`src/hdl/jcr_pkg.sv`:
```
package jcr_pkg;

  localparam int REPORT_LEN  = 8;
  localparam int QUEUE_DEPTH = 2;
  localparam int MAX_REPLY   = 10;
  localparam int IDX_W       = $clog2(MAX_REPLY);

  // host command bytes
  localparam logic [7:0] CMD_PROBE  = 8'h00;
  localparam logic [7:0] CMD_POLL   = 8'h40;
  localparam logic [7:0] CMD_ORIGIN = 8'h41;

  // reply bytes
  localparam logic [7:0] PROBE_ID_HI  = 8'h09;
  localparam logic [7:0] PROBE_ID_LO  = 8'h03;
  localparam logic [7:0] ORIGIN_AXIS  = 8'h80;
  localparam logic [7:0] BYTE_ZERO    = 8'h00;
  localparam logic [7:0] STICK_CENTER = 8'd127;

  localparam logic [REPORT_LEN*8-1:0] REPORT_RESET =
    {BYTE_ZERO, BYTE_ZERO, STICK_CENTER, STICK_CENTER,
     STICK_CENTER, STICK_CENTER, BYTE_ZERO, BYTE_ZERO};

  // reply kinds
  localparam logic [1:0] KIND_PROBE  = 2'd0;
  localparam logic [1:0] KIND_ORIGIN = 2'd1;
  localparam logic [1:0] KIND_POLL   = 2'd2;

  typedef struct packed {
    logic [1:0]              kind;
    logic [REPORT_LEN*8-1:0] data;
  } job_t;

  typedef struct packed {
    logic valid;
    job_t job;
  } push_t;

  typedef struct packed {
    logic empty;
    job_t head;
  } head_t;

  function automatic logic [IDX_W-1:0] reply_last_idx(input logic [1:0] kind);
    logic [IDX_W-1:0] r;
    case (kind)
      KIND_PROBE:  r = IDX_W'(2);
      KIND_ORIGIN: r = IDX_W'(MAX_REPLY - 1);
      default:     r = IDX_W'(REPORT_LEN - 1);
    endcase
    return r;
  endfunction

  function automatic logic [7:0] reply_byte(input job_t job, input logic [IDX_W-1:0] idx);
    logic [7:0] b;
    case (job.kind)
      KIND_PROBE: begin
        case (idx)
          IDX_W'(0): b = PROBE_ID_HI;
          IDX_W'(2): b = PROBE_ID_LO;
          default:   b = BYTE_ZERO;
        endcase
      end
      KIND_ORIGIN: begin
        b = (idx >= IDX_W'(1) && idx <= IDX_W'(5)) ? ORIGIN_AXIS : BYTE_ZERO;
      end
      default: begin
        b = job.data[{idx[2:0], 3'b000} +: 8];
      end
    endcase
    return b;
  endfunction

endpackage

```
`src/hdl/jcr_front.sv`:
```
module jcr_front (
  input  logic                         clk,
  input  logic                         rst,
  input  logic                         accept,
  input  logic                         op,
  input  logic [7:0]                   rx_byte,
  input  logic [jcr_pkg::REPORT_LEN*8-1:0] report,
  output jcr_pkg::push_t               push
);

  logic                              awaiting_args;
  logic [1:0]                        args_left;
  logic [jcr_pkg::REPORT_LEN*8-1:0]  report_store;
  logic [1:0]                        args_dec;

  assign args_dec = args_left - 2'd1;

  always_comb begin
    push.valid    = 1'b0;
    push.job.kind = jcr_pkg::KIND_POLL;
    push.job.data = report_store;
    if (accept && !op) begin
      if (awaiting_args) begin
        push.valid = (args_dec == 2'd0);
      end else begin
        unique case (rx_byte)
          jcr_pkg::CMD_PROBE: begin
            push.valid    = 1'b1;
            push.job.kind = jcr_pkg::KIND_PROBE;
          end
          jcr_pkg::CMD_ORIGIN: begin
            push.valid    = 1'b1;
            push.job.kind = jcr_pkg::KIND_ORIGIN;
          end
          default: ;
        endcase
      end
    end
  end

  always_ff @(posedge clk) begin
    if (rst) begin
      awaiting_args <= 1'b0;
      args_left     <= 2'd3;
      report_store  <= jcr_pkg::REPORT_RESET;
    end else if (accept) begin
      if (op) begin
        report_store <= report;
      end else if (awaiting_args) begin
        args_left <= args_dec;
        if (args_dec == 2'd0) awaiting_args <= 1'b0;
      end else if (rx_byte == jcr_pkg::CMD_POLL) begin
        awaiting_args <= 1'b1;
        args_left     <= 2'd2;
      end
    end
  end

endmodule

```
`src/hdl/jcr_queue.sv`:
```
module jcr_queue #(
  parameter int DEPTH = jcr_pkg::QUEUE_DEPTH
) (
  input  logic            clk,
  input  logic            rst,
  input  jcr_pkg::push_t  push,
  input  logic            pop,
  output jcr_pkg::head_t  head,
  output logic            full
);

  localparam int PTR_W = $clog2(DEPTH);
  localparam int CNT_W = $clog2(DEPTH + 1);

  jcr_pkg::job_t     entries [DEPTH];
  logic [PTR_W-1:0]  wr_ptr;
  logic [PTR_W-1:0]  rd_ptr;
  logic [CNT_W-1:0]  count;
  logic              do_pop;

  assign full       = (count == CNT_W'(DEPTH));
  assign head.empty = (count == '0);
  assign head.head  = entries[rd_ptr];
  assign do_pop     = pop && !head.empty;

  always_ff @(posedge clk) begin
    if (push.valid) entries[wr_ptr] <= push.job;
  end

  always_ff @(posedge clk) begin
    if (rst) begin
      wr_ptr <= '0;
      rd_ptr <= '0;
      count  <= '0;
    end else begin
      if (push.valid) wr_ptr <= (wr_ptr == PTR_W'(DEPTH - 1)) ? '0 : wr_ptr + 1'b1;
      if (do_pop)     rd_ptr <= (rd_ptr == PTR_W'(DEPTH - 1)) ? '0 : rd_ptr + 1'b1;
      if (push.valid && !do_pop)      count <= count + 1'b1;
      else if (!push.valid && do_pop) count <= count - 1'b1;
    end
  end

endmodule

```
`src/hdl/jcr_back.sv`:
```
module jcr_back (
  input  logic            clk,
  input  logic            rst,
  input  jcr_pkg::head_t  head,
  output logic            pop,
  output logic            out_valid,
  input  logic            out_stall,
  output logic [7:0]      tx_byte,
  output logic            last
);

  logic [jcr_pkg::IDX_W-1:0] idx;
  logic                      load;
  logic                      at_end;

  assign load   = !head.empty && (!out_valid || !out_stall);
  assign at_end = (idx == jcr_pkg::reply_last_idx(head.head.kind));
  assign pop    = load && at_end;

  always_ff @(posedge clk) begin
    if (rst) begin
      out_valid <= 1'b0;
      idx       <= '0;
    end else begin
      if (load) begin
        out_valid <= 1'b1;
        idx       <= at_end ? '0 : idx + 1'b1;
      end else if (!out_stall) begin
        out_valid <= 1'b0;
      end
    end
  end

  always_ff @(posedge clk) begin
    if (load) begin
      tx_byte <= jcr_pkg::reply_byte(head.head, idx);
      last    <= at_end;
    end
  end

endmodule

```
`src/hdl/joybus_controller_responder_core.sv`:
```
// A command is queued, then the back end registers its first reply byte. Throughput: one
// input transaction per cycle while the reply queue has room; the byte sequencer in the
// back end sends one reply byte per cycle while out_stall is low. A reply is 3, 8 or 10
// bytes long. Queue depth sets how far the front runs ahead.
// Reset (rst, synchronous, active high): queue and output empty, no argument wait,
// report store back to centered sticks and zero buttons and triggers.
module joybus_controller_responder_core #(
  parameter int QUEUE_DEPTH = jcr_pkg::QUEUE_DEPTH
) (
  input  logic       clk,
  input  logic       rst,
  // input channel
  input  logic       in_valid,
  output logic       in_stall,
  input  logic       op,
  input  logic [7:0] rx_byte,
  input  logic [7:0] buttons_first,
  input  logic [7:0] buttons_second,
  input  logic [7:0] left_x,
  input  logic [7:0] left_y,
  input  logic [7:0] right_x,
  input  logic [7:0] right_y,
  input  logic [7:0] trigger_left,
  input  logic [7:0] trigger_right,
  // output channel
  output logic       out_valid,
  input  logic       out_stall,
  output logic [7:0] tx_byte,
  output logic       last
);

  jcr_pkg::push_t                    push;
  jcr_pkg::head_t                    head;
  logic                              queue_full;
  logic                              pop;
  logic                              accept;
  logic [jcr_pkg::REPORT_LEN*8-1:0]  report;

  // Stall the input side whenever the queue is full; report updates wait
  // along with host bytes.
  assign in_stall = queue_full;
  assign accept   = in_valid && !in_stall;

  // Byte k of the report sits at bits [8k+7:8k].
  assign report = {trigger_right, trigger_left, right_y, right_x,
                   left_y, left_x, buttons_second, buttons_first};

  // Front: decode commands, count poll arguments, keep the report store.
  // A poll job carries a snapshot of the store, so later updates do not
  // disturb a reply already queued.
  jcr_front u_front (
    .clk     (clk),
    .rst     (rst),
    .accept  (accept),
    .op      (op),
    .rx_byte (rx_byte),
    .report  (report),
    .push    (push)
  );

  // Queue of reply jobs between decode and byte sequencing.
  jcr_queue #(
    .DEPTH (QUEUE_DEPTH)
  ) u_queue (
    .clk  (clk),
    .rst  (rst),
    .push (push),
    .pop  (pop),
    .head (head),
    .full (queue_full)
  );

  // Back: walk the head job byte by byte into the output register; drop the
  // job from the queue as its final byte is loaded.
  jcr_back u_back (
    .clk       (clk),
    .rst       (rst),
    .head      (head),
    .pop       (pop),
    .out_valid (out_valid),
    .out_stall (out_stall),
    .tx_byte   (tx_byte),
    .last      (last)
  );

endmodule

```
`config.mk`:
```
export PLATFORM = sky130hd
export DESIGN_NAME = joybus_controller_responder_core
export DESIGN_NICKNAME = d
export VERILOG_FILES = /design/src/hdl/jcr_pkg.sv /design/src/hdl/jcr_front.sv /design/src/hdl/jcr_queue.sv /design/src/hdl/jcr_back.sv /design/src/hdl/joybus_controller_responder_core.sv
export SDC_FILE = /design/constraint.sdc
export NUM_CORES = 1
export LEC_CHECK = 0
export ABC_AREA = 1
export ABC_CLOCK_PERIOD_IN_PS = 5900
export BUFFER_PORTS_ARGS = -buffer_cell sky130_fd_sc_hd__buf_2
export CAP_MARGIN = 20
export CORE_MARGIN = 2
export CORE_UTILIZATION = 45
export CTS_CLUSTER_DIAMETER = 150
export DETAILED_ROUTE_END_ITERATION = 7
export GPL_ROUTABILITY_DRIVEN = 0
export HOLD_SLACK_MARGIN = 0.12
export PLACE_DENSITY = 0.7
export SLEW_MARGIN = 25
export SYNTH_ARGS = -nofsm -noshare
export SYNTH_HDL_FRONTEND = slang
export SYNTH_SLANG_ARGS = --single-unit
```
`constraint.sdc`:
```
create_clock -name clk -period 5.9 [get_ports clk]
set_input_delay 0.295 -clock clk [delete_from_list [all_inputs] [get_ports clk]]
set_output_delay 0.295 -clock clk [all_outputs]
set_load 0.05 [all_outputs]
```
==> results.json, run 1 <==
{
  "fill_cells": 1550,
  "post-route-min-period_ns": 2.89,
  "yosysSeqAreaShare_pct": 67.4,
  "synth.distinct_cells": 27,
  "syn_inst": 841,
  "drt_iter0_markers": 486,
  "maxSlewViolCount": 0,
  "synth_top_area_cell": "edfxtp_1",
  "cts.sinks": 218,
  "pin_count": 88,
  "root_buffer": "clkbuf_16",
  "syn_area_um2": 8570,
  "setup_tns_ns": 0,
  "num_rows": 50,
  "setup_viol_count_final": 0,
  "drcViolationCount": 0,
  "fmax_mhz": 347,
  "synth_area_per_cell_um2": 10.2,
  "avgViaCountPerCell": 5.13,
  "grt.total_usage_pct": 18.9,
  "multi_input_area_um2": 2430,
  "seq_area_um2": 5780,
  "final_util_pct": 56.6,
  "antenna_found_initial": 0,
  "stdcell_area_um2": 10600,
  "cts_hold_repair.buffers": 65,
  "max-slew-margin-rel_pct": 39.7,
  "synth_top_area_share_pct": 49.4,
  "cp-start-kind": "flip-flop",
  "reg2reg_depth": 13,
  "hpwl_um": 11200,
  "ys_top_cells_by_area": "edfxtp_1 49%, dfxtp_1 18%, nand2_1 9.5%",
  "overflow": 0,
  "dp_cells": 1126,
  "cts_tree": "built",
  "drive_above_1_share_pct": 14.2,
  "synth_nets": 925,
  "diodes": 0,
  "whs_ns": 0.221,
  "dr_total_vias": 6312,
  "die_y_um": 142,
  "area_growth_pct": 23.6,
  "ir_worst_vdd_mv": 0.203,
  "power.total_mw": 3.24,
  "yosys_most_used_dff": "edfxtp_1",
  "grt_start_max_net_pins": 67,
  "cp_max_fo": 38,
  "cpMostUsedCell": "nand2_1",
  "synthTopCellsByCount": "216 x nand2_1, 141 x edfxtp_1, 99 x nor2_1",
  "worst_pin_slew_ns": 0.904,
  "slowest_stage": "dfxtp_2",
  "critPathBufInv": 2,
  "final_hold_viol_count": 0,
  "crit_type": "flip-flop to flip-flop",
  "cp.arrival_ns": 3.27,
  "numCtsBuffers": 22,
  "cpLargestDelayFamily": "flip-flops",
  "place_area_um2": 9170,
  "period_share_pct": 48.9,
  "synth.most_common_cell": "nand2_1",
  "cp_cell_sequence": "buf_4, nand2_1, nand2_1, nand2_1, nand2_1, inv_1, nor2_2, nand3_2, ha_1, a21oi_1, o21ai_0, o21ai_0, a21oi_1",
  "synth-edff-count": 141,
  "hold_depth": 4,
  "wire_per_inst_um": 15.4,
  "drv_cap": 0,
  "place_ws_ns": 3.05,
  "p_leak_nw": 4.21,
  "grt_pass1_vias": 5963,
  "cts_setup_buffers": 0,
  "fin_nets": 1065,
  "finClkSkew_ns": 0.00818,
  "routed_wl_um": 19000,
  "power_density_nw_per_um2": 306,
  "die_w_um": 142,
  "endpoint_kind": "flip-flop",
  "cp.depth": 13,
  "hold_class": "input port to flip-flop",
  "clockBufferDepth": 3,
  "finalWorstSetupSlack_ns": 3.01,
  "floorplan.initialDensity_pct": 45.8,
  "finalNonFillerCells": 1231,
  "synth_seq_cells": 218,
  "ant_nets": 0,
  "cts_resized": 0,
  "yosys_warnings": 0,
  "clock_latency_ns": 0.50,
  "port_buffers": 87,
  "die_area_um2": 20200,
  "grt_pass1_wl_um": 30100,
  "first_pass_iters": 5,
  "rsz0062_at_grt": "false",
  "async_flop_share_pct": 0,
  "outcome": "finished, final reports clean",
  "core-area_um2": 18700,
  "cp.required_ns": 6.28,
  "max_stage_delay_ns": 0.74,
  "htree_levels": 1,
  "clk_pin_slew_ns": 0.06
}
## layout by cell type, fill, tap and decap left out, types with 6 or more instances in the layout
| master | netlist | layout |
|---|---|---|
| clkinv_1 | 5 | 6 |
| o21ai_0 | 69 | 69 |
| nor2_1 | 99 | 98 |
| o22ai_1 | 12 | 12 |
| buf_2 | 17 | 87 |
| o211ai_1 | 17 | 17 |
| buf_4 | 2 | 9 |
| ha_1 | 7 | 7 |
| dlygate4sd3_1 | 0 | 65 |
| clkbuf_16 | 0 | 24 |
| nand2_1 | 216 | 216 |
| dfxtp_1 | 77 | 76 |
| edfxtp_1 | 141 | 141 |
| nand3_1 | 44 | 43 |
| nor3_1 | 6 | 6 |
| inv_1 | 37 | 36 |
| clkinv_2 | 0 | 7 |
| a21oi_1 | 48 | 48 |
## final cells by class
class,instances,area share [%]
sequential,218,54.5
multi-input combinational,534,23.0
timing repair buffer,161,10.9
clock buffer,29,6.04
tap,234,2.76
inverter,44,1.57
clock inverter,11,1.23
## cell families (layout without fill, tap and decap cells)
kind of cell | count (synthesis) | count (layout) | share of synthesized area [%]
DFF | 218 | 218 | 67.4
adders and majority gates | 7 | 7 | 1.02
xor gates and xnor gates | 2 | 2 | 0.204
buffers and inverters | 89 | 245 | 4.32
AOI/OAI and AO/OA | 151 | 151 | 9.52
and+or+nand+nor | 374 | 374 | 17.5
## state kept, by name (all words and copies together) (netlist names), named ones only
register               cells
u_queue.entries          132
u_front.report_store      64
u_back.tx_byte             8
u_back.idx                 4
u_front.args_left          2
u_queue.count              2
u_back.last                1
u_back.out_valid           1
u_front.awaiting_args      1
u_queue.rd_ptr             1
u_queue.wr_ptr             1
## layer usage
metal  vias up  track usage [%]  share of wire [%]
met3        40             2.52                5.2
met2       186             31.7                 49
met1      2949             25.0                 43
li1       3137                -                  -
met4         0             7.26                2.9
met5         -                0                  0
## worst register-to-register path, cell delays in order, from the launching register on
cell     delay, ns
dfxtp_2       0.74
buf_4         0.48
nand2_1       0.10
nand2_1       0.14
nand2_1       0.08
nand2_1       0.11
inv_1         0.06
nor2_2        0.14
nand3_2       0.13
ha_1          0.34
a21oi_1       0.12
o21ai_0       0.12
o21ai_0       0.16
a21oi_1       0.05
## power by group
group          internal [mW]  leakage (nW)  switching (mW)
Combinational         0.0669          1.86          0.0601
Sequential              1.65          1.97          0.0224
Clock                  0.894         0.386           0.554
## final timing paths
| path | startpoint | end | slack [ns] |
|---|---|---|---|
| max | flip-flop | u_queue.count[1]$_SDFFE_PP0P_ | 3.01 |
| min | rx_byte[7] | u_front.awaiting_args$_SDFFE_PP0P_ | 0.22 |
| max reg2reg | flip-flop | u_queue.count[1]$_SDFFE_PP0P_ | 3.01 |
| min reg2reg | u_front.report_store[28]$_SDFFE_PP1P_ | u_queue.entries[1][28]$_DFFE_PP_ | 0.46 |
(Power assumes the default switching activity.)
==> run 2, diff against run 1 <==
--- a/config.mk
+++ b/config.mk
@@ -6,7 +6,7 @@
 export NUM_CORES = 1
 export LEC_CHECK = 0
 export ABC_AREA = 1
-export ABC_CLOCK_PERIOD_IN_PS = 5900
+export ABC_CLOCK_PERIOD_IN_PS = 2800
 export BUFFER_PORTS_ARGS = -buffer_cell sky130_fd_sc_hd__buf_2
 export CAP_MARGIN = 20
 export CORE_MARGIN = 2
==> constraint.sdc (replaced) <==
create_clock -name clk -period 2.8 [get_ports clk]
set_input_delay 0.14 -clock clk [delete_from_list [all_inputs] [get_ports clk]]
set_output_delay 0.14 -clock clk [all_outputs]
set_load 0.05 [all_outputs]
==> run 2 against run 1 <==
Sequential share of layout area down 0.23 points; hold slack lost 0.066 ns; wire length rose by 0.56%; first-iteration DRC count fell by 23%; largest power group unchanged; count of clock-buffer cells in the layout increased by 3; sequential cell count unchanged; clock power up 88%; final area grew 0.43%; critical path depth is 2 lower; via count grew 1.5%; combinational power up 110%; utilization up 0.24 points.
==> results.json, run 2 (synthesis gave the netlist of run 1 again) <==
{
  "outcome": "finished, final reports clean",
  "cts.sinks": 218,
  "slowest_stage": "dlygate4sd3_1",
  "antenna_found_initial": 0,
  "grt_pass1_wl_um": 30700,
  "highest-signal-layer": "met4",
  "cp.arrival_ns": 2.53,
  "wl_met1_um": 8510,
  "dr_wl_met2_um": 9250,
  "ant_nets": 0,
  "cpMostUsedCell": "nand2_1",
  "drive_above_1_share_pct": 14.2,
  "port_buffers": 87,
  "largest_reg_flops": 132,
  "final_common_cell": "nand2_1",
  "die_y_um": 142,
  "top_register": "u_queue.entries",
  "htree_levels": 1,
  "cp.required_ns": 2.93,
  "grt_pass1_vias": 5996,
  "reg2reg_slack_ns": 0.43,
  "dr_total_vias": 6408,
  "max-slew-margin-rel_pct": 45.4,
  "finClkSkew_ns": 0.0164,
  "drv_cap": 0,
  "max_stage_delay_ns": 0.56,
  "fmax_mhz": 415,
  "numCtsBuffers": 22,
  "pin_count": 88,
  "cp_max_fo": 40,
  "avgViaCountPerCell": 5.15,
  "power_density_nw_per_um2": 613,
  "endpoint_kind": "flip-flop",
  "post-route-min-period_ns": 2.41,
  "hold_depth": 5,
  "clockBufferDepth": 3,
  "internal_power_mw": 5.20,
  "diodes": 0,
  "rr_startpoint": "u_queue.entries[0][65]$_DFFE_PP_",
  "largestRegisters": "u_queue.entries: 132 flops, u_front.report_store: 64 flops, u_back.tx_byte: 8 flops",
  "grt.total_usage_pct": 19.1,
  "num_rows": 50,
  "critPathBufInv": 5,
  "p_leak_nw": 4.23,
  "cts_resized": 0,
  "dr_wl_met3_um": 960,
  "ir_worst_vdd_mv": 0.609,
  "die_area_um2": 20200,
  "clk_pin_slew_ns": 0.06,
  "r2r_end": "u_queue.count[1]$_SDFFE_PP0P_",
  "cts_tree": "built",
  "final_cell_mix": "216 x nand2_1, 141 x edfxtp_1, 98 x nor2_1",
  "setup_viol_count_final": 0,
  "maxSlewViolCount": 0,
  "rsz0062_at_grt": "false",
  "core-area_um2": 18700,
  "setup_tns_ns": 0,
  "crit_type": "input port to flip-flop",
  "cp-startpoint": "rx_byte[1]",
  "seqPwrFrac_pct": 53.9,
  "pwr-share-comb_pct": 4.2,
  "routed_wl_um": 19100,
  "hpwl_um": 11200,
  "final_hold_viol_count": 0,
  "hold_class": "input port to flip-flop",
  "fill_cells": 1557,
  "floorplan.initialDensity_pct": 45.8,
  "swShare_pct": 20.3,
  "seq_area_um2": 5780,
  "multi_input_area_um2": 2430,
  "p_switching_mw": 1.32,
  "area_growth_pct": 24.2,
  "clock_latency_ns": 0.50,
  "reg2reg_depth": 13,
  "cp_cell_sequence": "dlygate4sd3_1, buf_2, nor3_1, dlygate4sd3_1, nand2_1, nand2_1, nand2_1, nand2_1, inv_1, nor2_4, buf_4",
  "overflow": 0,
  "first_pass_iters": 5,
  "whs_ns": 0.155,
  "drcViolationCount": 0,
  "root_buffer": "clkbuf_16",
  "cp.depth": 11,
  "wire_per_inst_um": 15.3,
  "endpoint": "u_queue.entries[0][8]$_DFFE_PP_",
  "p_clk_share_pct": 41.9,
  "cp-start-kind": "input port",
  "cpLargestDelayFamily": "buffers and inverters",
  "fin_nets": 1078,
  "period_share_pct": 86.0,
  "worst_pin_slew_ns": 0.814,
  "drt_iter0_markers": 375,
  "grt_start_max_net_pins": 67,
  "die_w_um": 142
}
[run 2: power groups by stage]
| stage | clock network (mW) | logic (mW) | registers, mW |
|---|---|---|---|
| floorplan | 0 | 0.112 | 3.56 |
| global placement | 0 | 0.193 | 3.58 |
| detailed placement | 0 | 0.197 | 3.58 |
| CTS | 2.77 | 0.272 | 3.52 |
| global route | 2.90 | 0.305 | 3.52 |
| finish | 2.73 | 0.272 | 3.52 |
[run 2: metal layers]
layer / vias up / GRT usage [%]
met2: 180 / 31.8
met4: 0 / 5.63
li1: 3168 / -
met1: 3029 / 26.1
met5: - / 0
met3: 31 / 2.86
[run 2: area by class of cell]
class | instances | share of cell area (%)
Sequential cell | 218 | 54.3
Clock inverter | 8 | 0.341
Timing Repair Buffer | 174 | 12.2
Multi-Input combinational cell | 534 | 22.9
Clock buffer | 32 | 6.01
Tap cell | 234 | 2.75
Inverter | 44 | 1.55
[run 2: worst reg2reg max path, cell delays in order (launching register included)]
cell,delay (ns)
edfxtp_1,0.39
inv_1,0.07
nand2_1,0.05
nand2_1,0.29
nand2_1,0.17
nand2_1,0.09
nand2_1,0.05
nor2_1,0.16
nand3_2,0.14
ha_1,0.33
a21oi_1,0.13
o21ai_0,0.13
o21ai_0,0.19
a21oi_1,0.07
[run 2: how the worst min path moves through the flow]
stage	start	to
detailed placement	right_x[4]	u_front.report_store[36]$_SDFFE_PP1P_
finish	in_valid	u_front.awaiting_args$_SDFFE_PP0P_
CTS	in_valid	u_front.awaiting_args$_SDFFE_PP0P_
global route	in_valid	u_front.awaiting_args$_SDFFE_PP0P_
global placement	right_x[6]	u_front.report_store[38]$_SDFFE_PP1P_
floorplan	left_x[0]	u_front.report_store[16]$_SDFFE_PP1P_
[run 2: timing repair]
action,4_1_cts,5_1_grt
hold endpoints to repair,70,0
hold buffers,72,0
endpoints found under the setup margin,0,0
setup buffers,0,0
[run 2: metrics by stage]
step           instance area [um2]  util [%]  std cells  worst slack (ns)  power (mW)
6_report                     10600      56.9       1244             0.392        6.52
3_5_place_dp                  9240      49.4       1132             0.497        3.78
5_1_grt                      10600      56.9       1244             0.212        6.72
3_3_place_gp                  9240      49.4       1132             0.642        3.77
2_1_floorplan                 8580         -        841            0.0850        3.68
4_1_cts                      10600      56.9       1244             0.393        6.55
